[config.mk]
export PLATFORM = sky130hd
export DESIGN_NAME = uavr_queue
export DESIGN_NICKNAME = d
export VERILOG_FILES = /design/src/uavr_queue.sv
export SDC_FILE = /design/constraint.sdc
export NUM_CORES = 1
export LEC_CHECK = 0
export BUFFER_PORTS_ARGS = -buffer_cell sky130_fd_sc_hd__clkbuf_2
export CORE_AREA = 3 3 40 42
export CTS_CLUSTER_SIZE = 10
export DETAILED_ROUTE_END_ITERATION = 10
export DIE_AREA = 0 0 43 45
export GPL_ROUTABILITY_DRIVEN = 0
export PLACE_DENSITY = 0.36
export SLEW_MARGIN = 20
export SYNTH_ARGS = -nofsm -noshare
export SYNTH_HDL_FRONTEND = slang
export SYNTH_SLANG_ARGS = --single-unit
[constraint.sdc]
create_clock -name clk_i -period 1 [get_ports clk_i]
set_input_delay 0.2 -clock clk_i [delete_from_list [all_inputs] [get_ports clk_i]]
set_output_delay 0.2 -clock clk_i [all_outputs]
set_load 0.05 [all_outputs]
[src/uavr_queue.sv]
`default_nettype none
module uavr_queue #(
  parameter int WIDTH = 1
) (
  input  wire logic             clk_i,
  input  wire logic             rst_ni,
  input  wire logic             push_i,
  input  wire logic [WIDTH-1:0] data_i,
  output logic                  room_o,
  input  wire logic             pop_i,
  output logic [WIDTH-1:0]      data_o,
  output logic                  avail_o
);

  logic [1:0][WIDTH-1:0] mem_q;
  logic                  wptr_q, rptr_q;
  logic [1:0]            cnt_q;

  assign room_o  = (cnt_q != 2'd2);
  assign avail_o = (cnt_q != 2'd0);
  assign data_o  = mem_q[rptr_q];

  always_ff @(posedge clk_i or negedge rst_ni) begin
    if (!rst_ni) begin
      wptr_q <= 1'b0;
      rptr_q <= 1'b0;
      cnt_q  <= '0;
    end else begin
      if (push_i) begin
        wptr_q <= ~wptr_q;
      end
      if (pop_i) begin
        rptr_q <= ~rptr_q;
      end
      if (push_i && !pop_i) begin
        cnt_q <= cnt_q + 2'd1;
      end else if (pop_i && !push_i) begin
        cnt_q <= cnt_q - 2'd1;
      end
    end
  end

  always_ff @(posedge clk_i) begin
    if (push_i) begin
      mem_q[wptr_q] <= data_i;
    end
  end

endmodule
`default_nettype wire

==> results.txt <==
Status: finished with violations
Failing checks: negative setup slack
Post-layout net count: 45
Static leakage: 0.000224 uW
Worst skew pair latency: 0.24 ns
Critical path class: reg -> out
Crit path time final: 1.28 ns
Highest clock rate: 0.779 GHz
Final Hold Vio Count: 0
Synth cell types: 12
Max-Cap Viols: 0
Slowest library cell on the worst path: dfrtp_1
Crit Path Max Fanout: 2
Iteration-0 DRC Markers: 1
Mux cell area share after synthesis: 0.0433
PD cells: 3360 nW/um^2
RSZ-0062 raised after global routing: yes
Worst Setup EP: data_o
IO buf count: 7
P&R area growth vs syn: 76.9%
Xor-xnor portion of the synthesized cell area: 0.168
Critical path's largest stage delay: 0.38 ns
Top Family by Delay on Critical Path: flip-flops
Rel. slew slack: 0.916
Avg Inst Size Synth: 13.7 sq um
Clock Tree Buf Depth: 2
Antenna Nets Post-Route: 0
CTS root buf: clkbuf_4
Setup WS post-layout: -0.283 ns
Worst-path cell chain: mux2_4, buf_8
Fraction of the mapped netlist area in simple logic gates: 0.111
Final Power: 1550 uW
WP data required: 0.80 ns
FF-to-FF setup slack: -0.01 ns
Synth Area in Adders: 0.0481
CTS buffer count: 3
Post-synthesis sequential area ratio: 0.615
FF-to-FF path depth: 4
# diodes: 0
Synth Register Bits: 6
Top post-synthesis cells by area: dfrtp_1, edfxtp_1, xor2_1
Critical Path Stages: 2
Fin Hold WS: 0.154 ns
Layout cells sized above 1: 0.541
Cell Area, Synth: 260 sq um
Post-synth net total: 25
Total negative slack: -0.726 ns
Largest net degree at the start of global routing: 5
Vias per cell: 3.54
Setup Viol. Count Final: 4
Pre-Repair DR Iteration Count: 2
Largest family of logic cells by synthesized area: XOR/XNOR gates
Die Area: 1940 sq um
CTS tree: built
Synth Area in Compound Gates: 0
Startpoint types: flop
Worst VDD drop: 1.09 mV
Top Ports: 8
WP data arrival: 1.08 ns
Core area: 1280 sq um
CP Buf/Inv Count: 1
Die Y: 45 microns
Vias in the first global route: 191
Final period utilization: 1.28
Routed wire per std cell: 9.62 microns
Synth area leader: dfrtp_1
Synth Instances: 19
Yosys Warn Count: 0
Width of the die: 43 microns
Hold/Removal Path Class: in -> reg
First-pass GRT wire length: 759 microns
Share of the synthesized area in the top cell type: 0.385
Initial Util: 0.203
Htree depth: 1
Fin util: 0.358
Vias post-DR: 184
Reg-to-Reg End: cnt_q[1]
Final WL: 500 microns
Overflow left after global routing: 0
Cell row count: 13
Sink Count: 6
Worst-path clk slew: 0.04 ns
Slew @ Worst Pin: 0.126 ns
GRT Resource Usage Total: 0.0596
Post-route DRC: 0
Worst Setup SP: rptr_q
Slew Limit Fails: 0
Max Clock Skew: 0.000260 ns
Initial antenna violation count: 0
Reg2reg start: cnt_q[0]
Crit end category: primary output
==> repair_timing <==
| item | CTS | global route |
|---|---|---|
| hold buffers | 1 | 0 |
| pin swaps | 2 | 3 |
| endpoints found under the setup margin | 4 | 4 |
| gates resized for setup | 9 | 4 |
| gates cloned | 0 | 0 |
| buffers inserted | 1 | 2 |
| hold endpoints to repair | 4 | 0 |
==> synthesized netlist by cell type, drive strengths merged <==
cell,count
and2,1
dfrtp,4
edfxtp,2
ha,1
inv,1
mux2,1
nand2b,1
nor2,1
nor2b,1
or2,1
xnor2,1
xor2,4
==> per-stage QoR <==
step | cells | cell area, sq um | worst slack, ns
finish | 52 | 460 | -0.283
floorplan | 19 | 265 | 0.00312
detailed placement | 46 | 357 | -0.0977
CTS | 50 | 435 | -0.310
global route | 52 | 460 | -0.311
global placement | 46 | 357 | -0.0847
==> worst min-delay path by stage <==
stage / from / to / cells after the start
floorplan: rst_ni / cnt_q[0] / 0
global placement: rst_ni / rptr_q / 1
detailed placement: rst_ni / rptr_q / 1
CTS: data_i / mem_q[1] / 1
global route: data_i / mem_q[1] / 1
finish: data_i / mem_q[1] / 1
==> sequential cells by signal, summed over array words and instances (netlist names) <==
name / flops
cnt_q: 2
mem_q: 2
rptr_q: 1
wptr_q: 1
==> metal layers <==
metal	GRT usage	vias up	share of wire
met5	0	-	0
met4	0.0542	0	0
met3	0.0239	0	0.054
met2	0.0838	4	0.52
met1	0.0691	82	0.43
li1	-	98	-
==> layout make-up <==
class	instances	area (sq um)
inverters	1	3.75
multi-input cells	12	110
clock buffers	3	22.5
well taps	15	18.8
flip-flops and latches	6	160
fillers	128	825
repair buffers	15	145
==> power breakdown <==
group          internal [uW]  switching, uW
sequential               360           75.8
clock                    135           81.8
combinational            504            389
total                   1000            546
==> cells in the final DEF, fill, tap and decap left out, drive strengths merged <==
master / instances
buf: 9
mux2: 1
dlygate4sd3: 1
xnor2: 1
inv: 1
nor2: 1
dfrtp: 4
and2: 1
or2: 1
nand2b: 1
nor2b: 1
clkbuf: 8
xor2: 4
ha: 1
edfxtp: 2
==> cell families (layout without fill, tap and decap cells) <==
logic type	after synthesis	after routing
buffers and inverters	1	19
xor gates and xnor gates	5	5
muxes	1	1
and+or+nand+nor	5	5
DFF	6	6
adders and majority gates	1	1
==> worst register-to-register path: cells and delay by family, from the launching register on <==
| family | cells | cell delay, ns |
|---|---|---|
| flip-flops | 1 | 0.39 |
| XOR/XNOR | 2 | 0.30 |
| buffers and inverters | 1 | 0.13 |
| AND/OR/NAND/NOR | 1 | 0.11 |
No activity file was read; power rests on OpenSTA's default activity.
