File: src/uavr_pkg.sv
`default_nettype none
package uavr_pkg;

  localparam int WINDOW_DEPTH_DEF    = 7;
  localparam int ANGLE_FRAC_BITS_DEF = 13;
  localparam int MIN_SAMPLES         = 3;
  localparam int US_BITS             = 20;

  localparam longint unsigned PI_Q30   = 64'd3373259426;
  localparam logic [US_BITS-1:0] US_PER_S = 20'd1000000;

  localparam logic OP_SAMPLE  = 1'b0;
  localparam logic OP_RESTART = 1'b1;

  typedef struct packed {
    logic               op;
    logic signed [15:0] angle_wrapped;
    logic [31:0]        time_us;
  } in_t;

  typedef struct packed {
    logic signed [31:0] velocity;
    logic [31:0]        period_us;
    logic signed [31:0] continuous_angle;
    logic               ready_res;
  } out_t;

  typedef struct packed {
    logic [31:0]        period_us;
    logic signed [31:0] continuous_angle;
    logic               ready_res;
  } res_t;

  typedef enum logic [2:0] {
    B_IDLE,
    B_PAIR,
    B_DRAIN,
    B_FIN,
    B_MUL,
    B_DIV,
    B_DONE
  } bst_e;

  function automatic int pi_fix(int f);
    longint unsigned v;
    v = (PI_Q30 + (64'd1 << (29 - f))) >> (30 - f);
    return int'(v);
  endfunction

  function automatic int wrap_steps(int m, int ymax);
    int k;
    k = 0;
    while ((longint'(m) << k) <= longint'(ymax)) begin
      k++;
    end
    return k;
  endfunction

endpackage
`default_nettype wire

File: src/uavr_front.sv
`default_nettype none
module uavr_front import uavr_pkg::*; #(
  parameter int WINDOW_DEPTH    = WINDOW_DEPTH_DEF,
  parameter int ANGLE_FRAC_BITS = ANGLE_FRAC_BITS_DEF,
  localparam int CW = $clog2(WINDOW_DEPTH + 1)
) (
  input  wire logic                          clk_i,
  input  wire logic                          rst_ni,
  input  wire logic                          in_valid_i,
  input  wire in_t                           in_i,
  output logic                               in_ready_o,
  input  wire logic                          room_i,
  output logic                               push_o,
  output logic [WINDOW_DEPTH-1:0][31:0]      job_angle_o,
  output logic [WINDOW_DEPTH-1:0][31:0]      job_time_o,
  output logic [CW-1:0]                      job_n_o,
  output res_t                               job_res_o
);

  localparam int IW     = $clog2(WINDOW_DEPTH);
  localparam int PI     = pi_fix(ANGLE_FRAC_BITS);
  localparam int TWO_PI = 2 * PI;
  localparam int OFF    = TWO_PI * ((65536 + TWO_PI - 1) / TWO_PI);
  localparam int YMAX   = 65535 + PI + OFF;
  localparam int KSTEPS = wrap_steps(TWO_PI, YMAX);
  localparam int YW     = 27;
  localparam logic [YW-1:0] MY   = YW'(TWO_PI);
  localparam logic [YW-1:0] BIAS = YW'(PI + OFF);

  logic                             started_q, started_d;
  logic [CW-1:0]                    fill_q, fill_d;
  logic signed [15:0]               last_q, last_d;
  logic signed [31:0]               unw_q, unw_d;
  logic [31:0]                      ltime_q, ltime_d;
  logic [31:0]                      held_q, held_d;
  logic [WINDOW_DEPTH-1:0][31:0]    aw_q, aw_d;
  logic [WINDOW_DEPTH-1:0][31:0]    tw_q, tw_d;

  logic              seed;
  logic [16:0]       d17;
  logic [YW-1:0]     y;
  logic signed [31:0] dwrap;
  logic [32:0]       sum;
  logic signed [31:0] unw_step;
  logic [31:0]       dt;

  always_comb begin
    seed = (in_i.op == OP_RESTART) || !started_q;
    d17  = {in_i.angle_wrapped[15], in_i.angle_wrapped} - {last_q[15], last_q};
    y    = {{(YW-17){d17[16]}}, d17} + BIAS;
    for (int k = KSTEPS - 1; k >= 0; k--) begin
      if (y >= (MY << k)) begin
        y = y - (MY << k);
      end
    end
    dwrap = 32'(y) - 32'(PI);
    sum   = {unw_q[31], unw_q} + {dwrap[31], dwrap};
    if (sum[32] != sum[31]) begin
      unw_step = sum[32] ? 32'sh8000_0000 : 32'sh7FFF_FFFF;
    end else begin
      unw_step = sum[31:0];
    end
    dt = in_i.time_us - ltime_q;
  end

  always_comb begin
    started_d = started_q;
    fill_d    = fill_q;
    last_d    = last_q;
    unw_d     = unw_q;
    ltime_d   = ltime_q;
    held_d    = held_q;
    aw_d      = aw_q;
    tw_d      = tw_q;
    if (seed) begin
      started_d = 1'b1;
      fill_d    = CW'(1);
      last_d    = in_i.angle_wrapped;
      unw_d     = {{16{in_i.angle_wrapped[15]}}, in_i.angle_wrapped};
      ltime_d   = in_i.time_us;
      held_d    = '0;
      aw_d[0]   = {{16{in_i.angle_wrapped[15]}}, in_i.angle_wrapped};
      tw_d[0]   = in_i.time_us;
    end else begin
      ltime_d = in_i.time_us;
      if (dt != '0) begin
        held_d = dt;
      end
      unw_d  = unw_step;
      last_d = in_i.angle_wrapped;
      if (fill_q < CW'(WINDOW_DEPTH)) begin
        aw_d[fill_q[IW-1:0]] = unw_step;
        tw_d[fill_q[IW-1:0]] = in_i.time_us;
        fill_d = fill_q + CW'(1);
      end else begin
        for (int k = 0; k < WINDOW_DEPTH - 1; k++) begin
          aw_d[k] = aw_q[k+1];
          tw_d[k] = tw_q[k+1];
        end
        aw_d[WINDOW_DEPTH-1] = unw_step;
        tw_d[WINDOW_DEPTH-1] = in_i.time_us;
      end
    end
  end

  assign in_ready_o = room_i;
  assign push_o     = in_valid_i && room_i;

  assign job_angle_o                = aw_d;
  assign job_time_o                 = tw_d;
  assign job_n_o                    = fill_d;
  assign job_res_o.period_us        = held_d;
  assign job_res_o.continuous_angle = unw_d;
  assign job_res_o.ready_res        = (fill_d == CW'(WINDOW_DEPTH));

  always_ff @(posedge clk_i or negedge rst_ni) begin
    if (!rst_ni) begin
      started_q <= 1'b0;
      fill_q    <= '0;
      last_q    <= '0;
      unw_q     <= '0;
      ltime_q   <= '0;
      held_q    <= '0;
    end else if (push_o) begin
      started_q <= started_d;
      fill_q    <= fill_d;
      last_q    <= last_d;
      unw_q     <= unw_d;
      ltime_q   <= ltime_d;
      held_q    <= held_d;
    end
  end

  always_ff @(posedge clk_i) begin
    if (push_o) begin
      aw_q <= aw_d;
      tw_q <= tw_d;
    end
  end

endmodule
`default_nettype wire

File: config.mk
export PLATFORM = sky130hd
export DESIGN_NAME = uavr_front
export DESIGN_NICKNAME = d
export VERILOG_FILES = /design/src/uavr_pkg.sv /design/src/uavr_front.sv
export SDC_FILE = /design/constraint.sdc
export NUM_CORES = 2
export LEC_CHECK = 0
export ABC_CLOCK_PERIOD_IN_PS = 30100
export BUFFER_PORTS_ARGS = -buffer_cell sky130_fd_sc_hd__buf_2
export CORE_MARGIN = 2
export CORE_UTILIZATION = 60
export DETAILED_ROUTE_END_ITERATION = 10
export MAX_ROUTING_LAYER = met4
export PLACE_DENSITY = 0.95
export SLEW_MARGIN = 10
export SYNTH_ARGS = -nofsm -noshare
export SYNTH_HDL_FRONTEND = slang
export SYNTH_SLANG_ARGS = --single-unit
File: constraint.sdc
create_clock -name clk_i -period 30.1 [get_ports clk_i]
set_input_delay 1.505 -clock clk_i [delete_from_list [all_inputs] [get_ports clk_i]]
set_output_delay 1.505 -clock clk_i [all_outputs]
set_load 0.01 [all_outputs]
==> results.md <==
- Top Metal Used: met4
- Yosys cell types: 93
- 1st-iter DRT viols: 5355
- Post-Syn Area per Cell: 9.783 um^2
- Die Ht: 235.9 um
- Clock transition at path regs: 0.06 ns
- Worst-skew pair later-pin latency: 0.64 ns
- Primary FF master, synth: edfxtp_1
- Max FO, Critical Path: 22
- Avg WL per Cell: 29.06 um
- Dpl cells: 4346
- Vias: 32150
- Share of cells above drive strength 1: 0.2167
- Post-synth EDFFs: 448
- Vias/cell: 7.211
- Share of Yosys cell area claimed by the top area cell type: 0.4171
- DP Area: 0.03552 mm^2
- Site row count: 84
- Pin count of the biggest net entering global routing: 190
- Yosys Warn Count: 0
- H-tree depth: 2
- Total CTS buffers: 58
- Actual transition at the worst max-transition pin: 1.341 ns
- # fillers: 3624
- I/O Buffers: 570
- Initial Utilization: 0.6101
- Synth Instances: 3297
- Yosys reg bits: 564
- Placed wire-length estimate: 86.37 mm
- Initial antenna violation count: 8
- Final TNS setup: 0 ns
- Slew headroom: 0.1063
- Setup bufs post-CTS: 0
- WL final: 129.6 mm
- Synthesized net count: 3456
- Final slew viol count: 0
- Post-Syn Area: 0.03225 mm^2
- Gr ovfl total: 0
- Failing checks: design-rule violations
- Number of routed nets with antenna violations: 0
- Run status: finished with violations
- Max Root-Sink Buffers: 3
- Hold buffer count at cts: 0
- Post-synthesis sequential area ratio: 0.5071
- Area of the core: 0.05287 mm^2
- Synth cell count leaders: edfxtp_1, a21oi_1, nand2_1, o22ai_1, nor2_1
- Crit. End Element: primary output
- Final Critical Period: 15.73 ns
- Die Area: 0.05563 mm^2
- CTS tree: built
- Worst hold-check path type: reg2reg
- Clock sinks: 564
- Crit path DAT: 14.22 ns
- Ys async rst share: 0.2057
- Final nets: 3877
- Met2 Wirelength: 55.89 mm
- Top cell by count, worst path: ha_1
- Number of global-route vias before repair: 30740
- Max Clock Skew: 0.02634 ns
- Period Utilization, post-route: 0.5225
- Largest cells by area after synthesis: edfxtp_1, dfrtp_1, a21oi_1, o22ai_1, nand2_1
- Worst endpoint required time: 28.60 ns
- Flop2flop setup slack: 17.06 ns
- Crit path launch type: input port
- RSZ-0062 raised after global routing: false
- Post_cts resized: 0
- WHS Path Cells: 2
- Final hold violations: 0
- Pre-antenna DRT Iters: 11
- GRT Total Usage: 0.4643
- Layout Cells excl Fill: 4459
- Syn-to-layout area delta: 16.05%
- Design area: 0.03743 mm^2
- Post-detailed-route DRC marker count: 2
- First-pass GRT wire length: 189.5 mm
- Clk root buf: clkbuf_16
- Top-count cell post-synth: edfxtp_1
- # IOs: 571
- Routed wl met3: 20.14 mm
- # setup viols final: 0
- Worst r2r path cells: 40
- Critical path's largest stage delay: 1.18 ns
- M1 wire length: 40.49 mm
- Post-synth top area cell: edfxtp_1
- Critical Path Slowest Stage Cell: a21oi_2
- RePlAce Congestion: 1.033
- Max_cap viols: 0
- Crit Path Class: in2out
- Fmax: 63.59 MHz
- Die Wd: 235.9 um
-- cell usage in the layout, fill, tap and decap left out, types with 98 or more instances in the layout --
| master | instances |
|---|---|
| buf_2 | 569 |
| nand2_1 | 346 |
| a21oi_1 | 411 |
| o21ai_0 | 221 |
| dfrtp_1 | 115 |
| ha_1 | 103 |
| o22ai_1 | 295 |
| edfxtp_1 | 448 |
| inv_1 | 98 |
| nor2_1 | 252 |
-- metal layers --
layer  vias up  track usage
met1     14730       0.5103
met4         0       0.3578
li1      13320            -
met5         -            -
met3       868       0.1737
met2      3231       0.6835
-- through the flow --
step                        util  hold slack [ns]  setup WS, ns
after floorplan                -           0.4501         14.29
after global placement    0.6719           0.4684         15.33
after detailed placement  0.6719           0.4797         15.01
after CTS                 0.7074           0.4931         14.91
after global routing      0.7080           0.5152         13.67
final                     0.7080           0.4911         14.37
-- state kept, by name (all words and copies together) (netlist names) --
register and flops:
started_q 1, last_q 16, unw_q 32, tw_q 224, aw_q 224, ltime_q 32, fill_q 3, held_q 32
-- path summary, 6_finish.rpt --
check	startpoint	to
max in group asynchronous	rst_ni	ltime_q[25]
min in group asynchronous	rst_ni	last_q[6]
worst max-delay path	in_i[33]	job_angle_o[193]
worst min register to register	ltime_q[0]	ltime_q[0]
worst min-delay path	ltime_q[0]	ltime_q[0]
worst max register to register	last_q[1]	aw_q[193]
-- cells by family (layout without fill, tap and decap cells) --
family	Yosys count	after routing	synth area share
xor+xnor	94	94	0.02599
flops	564	564	0.5071
mux	84	84	0.02816
compound gates	1262	1262	0.2406
buf+inv	356	820	0.04252
other cells	0	10	0
simple gates	823	823	0.1113
fa+ha+maj	114	114	0.04430
-- cell type report --
cell class | instances | area [um^2] | area share
clock inverter | 29 | 302.8 | 0.008090
sequential | 564 | 16360 | 0.4370
timing repair buffer | 617 | 3221 | 0.08604
inverter | 100 | 382.9 | 0.01023
tap | 688 | 860.8 | 0.02300
antenna | 10 | 25.02 | 0.0006686
multi-input combinational | 2377 | 14710 | 0.3929
clock buffer | 74 | 1574 | 0.04205
-- worst max-delay path, delay by kind of cell --
kind / cells / cell delay [ns]
XOR/XNOR: 4 / 1.70
adder cells (fa/ha/maj): 6 / 1.96
multiplexers: 2 / 0.38
AO/OA/AOI/OAI: 18 / 5.74
AND/OR/NAND/NOR: 8 / 2.40
buffers and inverters: 3 / 0.50
Power is not shown: default switching activity piles up to over one toggle a cycle in this logic, so the estimate is an artifact.
